### src/sv/wip_pkg.sv
// package for the weighted id pool draw block
// operation and status codes, default sizes; no dependencies
`timescale 1ns / 1ps

package wip_pkg;

  localparam int unsigned DEF_CAPACITY = 256;
  localparam int unsigned DEF_ID_BITS  = 8;

  localparam int unsigned ID_W   = 8;
  localparam int unsigned QTY_W  = 9;
  localparam int unsigned RND_W  = 31;
  localparam int unsigned SIZE_W = 9;

  localparam logic [1:0] KIND_ADD    = 2'd0;
  localparam logic [1:0] KIND_REMOVE = 2'd1;
  localparam logic [1:0] KIND_DRAW   = 2'd2;
  localparam logic [1:0] KIND_CLEAR  = 2'd3;

  localparam logic [1:0] ST_OK       = 2'd0;
  localparam logic [1:0] ST_EMPTY    = 2'd1;
  localparam logic [1:0] ST_OVERFLOW = 2'd2;

endpackage

### src/sv/weighted_id_pool_draw.sv
// top level of the weighted id pool draw block: pool memory and its sequencer
// depends on wip_pkg
`timescale 1ns / 1ps

// An ordered pool of ids kept in one single-port-write, one-read memory of
// CAPACITY entries. A command is taken when start is high and busy low; its
// single result appears on drawn_id, status and pool_size for one cycle with
// done high, and must be taken then. Clear, and add or remove with zero
// quantity, answer in the cycle after the command. Add writes one copy per
// cycle. Remove compacts the pool through the memory read port, one entry
// per cycle. Draw reduces random_value by the pool size one bit per cycle
// and then reads the memory; a draw from an empty pool answers at once.
module weighted_id_pool_draw #(
  parameter int unsigned CAPACITY = wip_pkg::DEF_CAPACITY,
  parameter int unsigned ID_BITS  = wip_pkg::DEF_ID_BITS
) (
  input  logic                        clk,
  input  logic                        rst,
  input  logic                        start,
  output logic                        busy,
  input  logic [1:0]                  kind,
  input  logic [wip_pkg::ID_W-1:0]    machine_id,
  input  logic [wip_pkg::QTY_W-1:0]   quantity,
  input  logic [wip_pkg::RND_W-1:0]   random_value,
  output logic                        done,
  output logic [wip_pkg::ID_W-1:0]    drawn_id,
  output logic [1:0]                  status,
  output logic [wip_pkg::SIZE_W-1:0]  pool_size
);

  localparam int unsigned AW    = (CAPACITY > 1) ? $clog2(CAPACITY) : 1;
  localparam int unsigned CNT_W = $clog2(CAPACITY + 1);
  localparam int unsigned QW    = (CNT_W > wip_pkg::QTY_W) ? CNT_W : wip_pkg::QTY_W;
  localparam int unsigned BW    = $clog2(wip_pkg::RND_W);

  typedef enum logic [2:0] {
    S_IDLE, S_ADD, S_REM, S_MOD, S_RD, S_OUT
  } state_t;

  state_t                    state;
  logic [CNT_W-1:0]          count;
  logic [ID_BITS-1:0]        op_id;
  logic [QW-1:0]             left;
  logic [CNT_W-1:0]          src;
  logic [CNT_W-1:0]          dst;
  logic                      pv;
  logic [wip_pkg::RND_W-1:0] rnd;
  logic [CNT_W-1:0]          rem;
  logic [BW-1:0]             bitcnt;
  logic [1:0]                stat;

  logic [ID_BITS-1:0] mem [CAPACITY];
  logic [ID_BITS-1:0] rd_data;
  logic [AW-1:0]      ra;
  logic [AW-1:0]      wa;
  logic [ID_BITS-1:0] wd;
  logic               we;

  logic [ID_BITS-1:0] id_in;
  logic [QW-1:0]      room;
  logic [QW-1:0]      qty_x;
  logic               skip;
  logic [CNT_W:0]     trial;
  logic [CNT_W:0]     cnt_x;

  assign busy  = (state != S_IDLE);
  assign id_in = ID_BITS'(machine_id);
  assign room  = QW'(CAPACITY) - QW'(count);
  assign qty_x = QW'(quantity);
  assign skip  = pv && (left != '0) && (rd_data == op_id);
  assign trial = {rem, rnd[wip_pkg::RND_W-1]};
  assign cnt_x = {1'b0, count};

  // memory port control
  always_comb begin
    we = 1'b0;
    wa = count[AW-1:0];
    wd = op_id;
    ra = (state == S_REM) ? src[AW-1:0] : rem[AW-1:0];
    case (state)
      S_ADD: begin
        we = 1'b1;
      end
      S_REM: begin
        we = pv && !skip;
        wa = dst[AW-1:0];
        wd = rd_data;
      end
      default: begin
        we = 1'b0;
      end
    endcase
  end

  always_ff @(posedge clk) begin
    if (we) begin
      mem[wa] <= wd;
    end
    rd_data <= mem[ra];
  end

  always_ff @(posedge clk) begin
    if (rst) begin
      state     <= S_IDLE;
      count     <= '0;
      done      <= 1'b0;
      drawn_id  <= '0;
      status    <= wip_pkg::ST_OK;
      pool_size <= '0;
      pv        <= 1'b0;
    end else begin
      done <= 1'b0;
      case (state)
        S_IDLE: begin
          if (start) begin
            op_id    <= id_in;
            drawn_id <= '0;
            case (kind)
              wip_pkg::KIND_ADD: begin
                stat <= (qty_x > room) ? wip_pkg::ST_OVERFLOW : wip_pkg::ST_OK;
                left <= (qty_x > room) ? room : qty_x;
                if (qty_x == '0 || room == '0) begin
                  done      <= 1'b1;
                  status    <= (qty_x > room) ? wip_pkg::ST_OVERFLOW : wip_pkg::ST_OK;
                  pool_size <= wip_pkg::SIZE_W'(count);
                end else begin
                  state <= S_ADD;
                end
              end
              wip_pkg::KIND_REMOVE: begin
                left <= qty_x;
                src  <= '0;
                dst  <= '0;
                pv   <= 1'b0;
                if (quantity == '0) begin
                  done      <= 1'b1;
                  status    <= wip_pkg::ST_OK;
                  pool_size <= wip_pkg::SIZE_W'(count);
                end else begin
                  state <= S_REM;
                end
              end
              wip_pkg::KIND_DRAW: begin
                rnd    <= random_value;
                rem    <= '0;
                bitcnt <= '0;
                if (count == '0) begin
                  done      <= 1'b1;
                  status    <= wip_pkg::ST_EMPTY;
                  pool_size <= '0;
                end else begin
                  state <= S_MOD;
                end
              end
              default: begin
                count     <= '0;
                done      <= 1'b1;
                status    <= wip_pkg::ST_OK;
                pool_size <= '0;
              end
            endcase
          end
        end
        S_ADD: begin
          count <= count + 1'b1;
          left  <= left - 1'b1;
          if (left == QW'(1)) begin
            done      <= 1'b1;
            status    <= stat;
            pool_size <= wip_pkg::SIZE_W'(count + 1'b1);
            state     <= S_IDLE;
          end
        end
        S_REM: begin
          if (pv) begin
            if (skip) begin
              left <= left - 1'b1;
            end else begin
              dst <= dst + 1'b1;
            end
          end
          if (src < count) begin
            src <= src + 1'b1;
            pv  <= 1'b1;
          end else begin
            pv <= 1'b0;
            if (!pv) begin
              count     <= dst;
              done      <= 1'b1;
              status    <= wip_pkg::ST_OK;
              pool_size <= wip_pkg::SIZE_W'(dst);
              state     <= S_IDLE;
            end
          end
        end
        S_MOD: begin
          rnd    <= rnd << 1;
          rem    <= (trial >= cnt_x) ? CNT_W'(trial - cnt_x) : CNT_W'(trial);
          bitcnt <= bitcnt + 1'b1;
          if (bitcnt == BW'(wip_pkg::RND_W - 1)) begin
            state <= S_RD;
          end
        end
        S_RD: begin
          state <= S_OUT;
        end
        S_OUT: begin
          done      <= 1'b1;
          drawn_id  <= wip_pkg::ID_W'(rd_data);
          status    <= wip_pkg::ST_OK;
          pool_size <= wip_pkg::SIZE_W'(count);
          state     <= S_IDLE;
        end
        default: begin
          state <= S_IDLE;
        end
      endcase
    end
  end

  a_count_bound: assert property (@(posedge clk) disable iff (rst)
    count <= CNT_W'(CAPACITY))
    else $error("pool count beyond capacity");

  a_add_nonzero: assert property (@(posedge clk) disable iff (rst)
    state == S_ADD |-> left != '0 && count < CNT_W'(CAPACITY))
    else $error("add step with nothing left or no room");

  a_rem_order: assert property (@(posedge clk) disable iff (rst)
    state == S_REM |-> dst <= src)
    else $error("compaction write ahead of read");

  a_empty_result: assert property (@(posedge clk) disable iff (rst)
    done && status == wip_pkg::ST_EMPTY |-> drawn_id == '0 && pool_size == '0)
    else $error("empty draw result not clean");

  a_clear_result: assert property (@(posedge clk) disable iff (rst)
    start && !busy && kind == wip_pkg::KIND_CLEAR |=> done && pool_size == '0)
    else $error("clear did not answer with empty pool");

endmodule
### config.mk
export PLATFORM = sky130hd
export DESIGN_NAME = weighted_id_pool_draw
export DESIGN_NICKNAME = d
export VERILOG_FILES = /design/src/sv/wip_pkg.sv /design/src/sv/weighted_id_pool_draw.sv
export SDC_FILE = /design/constraint.sdc
export NUM_CORES = 2
export LEC_CHECK = 0
export BUFFER_PORTS_ARGS = -buffer_cell sky130_fd_sc_hd__buf_2
export CORE_MARGIN = 5
export CORE_UTILIZATION = 45
export DETAILED_ROUTE_END_ITERATION = 10
export SKIP_LAST_GASP = 1
export SYNTH_ARGS = -nofsm -noshare
export SYNTH_HDL_FRONTEND = slang
export SYNTH_SLANG_ARGS = --single-unit
### constraint.sdc
create_clock -name clk -period 6.9 [get_ports clk]
set_input_delay 1.38 -clock clk [delete_from_list [all_inputs] [get_ports clk]]
set_output_delay 1.38 -clock clk [all_outputs]
set_load 0.005 [all_outputs]
==> results.json <==
{
  "crit_required_ns": 7.58,
  "startpoint": "state[1]",
  "path_clk_slew_ns": 0.06,
  "core_area_um2": 195000,
  "synth_top_area_share_pct": 72.4,
  "clkSinkCount": 2170,
  "area_growth_pct": 11.8,
  "synthDistinctLibCells": 72,
  "layout_min_cycle_time_ns": 5.76,
  "synthTopCellsByArea": "edfxtp_1, nand2_1, nand3_1",
  "synth_top_area_cell": "edfxtp_1",
  "grt_pass1_wl_mm": 401,
  "first_global_vias": 54100,
  "drv_cap": 0,
  "synth_fp_nets": 6680,
  "fmax_mhz": 174,
  "cts_buffers": 218,
  "clk_latency_ns": 0.87,
  "power_density_nw_per_um2": 313,
  "tightest_slew_ns": 1.41,
  "p_total_w": 0.0309,
  "start_kind": "register",
  "die_y_um": 453,
  "die_area_um2": 205000,
  "nNetsFinal": 6719,
  "start_util_pct": 45.3,
  "synth_enable_flop_cells": 2129,
  "h-tree-depth": 4,
  "cts_hold_buf": 0,
  "ys_seq_area_share_pct": 73.3,
  "timing.hold.ws_ns": 0.471,
  "fin_worst_skew_ns": 0.0430,
  "grt.total_usage_pct": 26.9,
  "synth_seq_cells": 2170,
  "synthFlopType": "edfxtp_1",
  "reg2reg_depth": 10,
  "cts_resized": 0,
  "synth_area_um2": 88400,
  "drt_wl_total_mm": 282,
  "drv_slew": 0,
  "hold_violations": 0,
  "drc_errors": 0,
  "regToRegSetupSlack_ns": 1.14,
  "rows": 162,
  "viasPerCell": 6.08,
  "slew_headroom_pct": 5.26,
  "grt_overflow": 0,
  "critPathKind": "register to register",
  "avgSynthCellArea_um2": 13.4,
  "route.vias.total": 57400,
  "endpoint_kind": "register",
  "post_cts_buffers": 0,
  "cts_tree": "built",
  "yosys_warnings": 0,
  "routedWlPerCell_um": 29.9,
  "ios": 74,
  "drtPass1Iterations": 8,
  "gp_congestion": 0.940,
  "netlist_instances": 6586,
  "clockRootBuffer": "clkbuf_16",
  "drt_iter0_drc": 8054,
  "worst_r2r_endpoint": "rd_data[1]",
  "cp_max_fo": 42,
  "crit_arrival_ns": 6.44,
  "power.leakage_nw": 32.7,
  "finalCritPeriodShare_pct": 83.4,
  "rsz0062_at_grt": "no",
  "grt_max_degree": 161,
  "async_reset_ff_share_pct": 0,
  "status": "finished clean",
  "clock_path_buffers": 3,
  "finalSetupTns_ns": 0,
  "antenna_found_initial": 16,
  "port_buffers": 73,
  "setup_viol": 0,
  "layout-drive-gt1-share_pct": 9.54,
  "r2r-start": "state[1]",
  "min_path_type": "register to register",
  "cp-endpoint": "rd_data[1]",
  "die_x_um": 453,
  "antenna_left": 0,
  "place_hpwl_mm": 175,
  "ir_drop_v": 0.000264
}
worst min path at each step:
stage	cells after the start	slack, ns	to	startpoint
2_1_floorplan	2	0.46	drawn_id[0]	rd_data[0]
3_3_place_gp	2	0.46	drawn_id[5]	drawn_id[5]
3_5_place_dp	2	0.46	drawn_id[5]	drawn_id[5]
4_1_cts	2	0.47	drawn_id[5]	drawn_id[5]
5_1_grt	2	0.49	drawn_id[7]	drawn_id[7]
6_report	2	0.47	drawn_id[5]	drawn_id[5]
kinds of logic after synthesis:
family          count (synthesis)  synth area share [%]
simple gates                 2856                  13.8
flops                        2170                  73.3
compound gates                694                  5.19
buf+inv                       442                  2.28
mux                           335                  4.36
xor+xnor                       48                 0.476
fa+ha+maj                      41                 0.589
registers in the layout (all words and copies together), names as in the netlist, 3 cells and up:
register and count:
bitcnt 5, rem 9, pool_size 9, dst 9, mem 2048, op_id 8, state 3, count 9
rd_data 8, left 9, drawn_id 8, src 9, rnd 31
where the power goes:
part           internal, W  switching [W]
clock              0.00655        0.00512
sequential          0.0151       0.000139
combinational      0.00101        0.00305
total               0.0226        0.00830
per-layer routing:
| metal | wire length [µm] | GRT usage [%] | share of wire [%] |
|---|---|---|---|
| met2 | 124000 | 39.9 | 44 |
| met1 | 110000 | 36.8 | 39 |
| met5 | 58 | 0 | 0.021 |
| met3 | 32600 | 7.52 | 12 |
| met4 | 15900 | 13.1 | 5.6 |
cells in the final DEF (no fill, tap or decap), types with 73 or more instances in the layout:
master,n
edfxtp_1,2129
nand2_1,1614
nand3_1,538
nor2_1,376
mux2i_1,258
clkbuf_16,220
a21oi_1,173
a31oi_1,169
nand4_1,136
buf_4,123
buf_2,73
cell usage after synthesis (all sizes together), types with 19 or more instances:
cell / number
nand4: 136
ha: 40
mux4: 36
xnor2: 27
inv: 35
edfxtp: 2129
nand2b: 39
dfxtp: 41
a311oi: 20
o2111ai: 19
xor2: 21
clkbuf: 190
buf: 214
nor4: 43
o22ai: 51
nand3: 539
nand2: 1630
o21ai: 37
mux2: 37
a211oi: 27
a21oi: 176
nor3: 32
a32oi: 36
o211ai: 50
mux2i: 262
nor2: 384
a31oi: 170
stage by stage:
stage | util (%) | std cells | worst slack [ns] | area [µm²]
finish | 50.6 | 9441 | 1.14 | 98800
global placement | 47.1 | 9029 | 1.14 | 91800
floorplan | - | 6586 | 0.913 | 88400
global route | 50.6 | 9435 | 1.15 | 98800
detailed placement | 47.1 | 9029 | 1.47 | 91900
CTS | 50.6 | 9434 | 1.42 | 98800
worst max-delay path, stage by stage, from the launching register on:
cell and delay [ns]:
dfxtp_1 0.71, or3b_4 0.74, mux2_4 0.63, nor2_4 0.86, buf_12 0.30, buf_4 0.25, a31oi_1 0.10, nand4_1 0.30
a41oi_1 0.19, nor4_1 1.19, nand3_1 0.18
layout make-up:
type | instances | area (µm²)
Timing Repair Buffer | 223 | 1830
Clock inverter | 130 | 1220
Tap cell | 2624 | 3280
Inverter | 38 | 143
Sequential cell | 2170 | 64800
Fill cell | 16400 | 96400
Multi-Input combinational cell | 3974 | 21800
Clock buffer | 275 | 5720
Antenna cell | 7 | 17.5
Power figures use the tool's default switching activity.
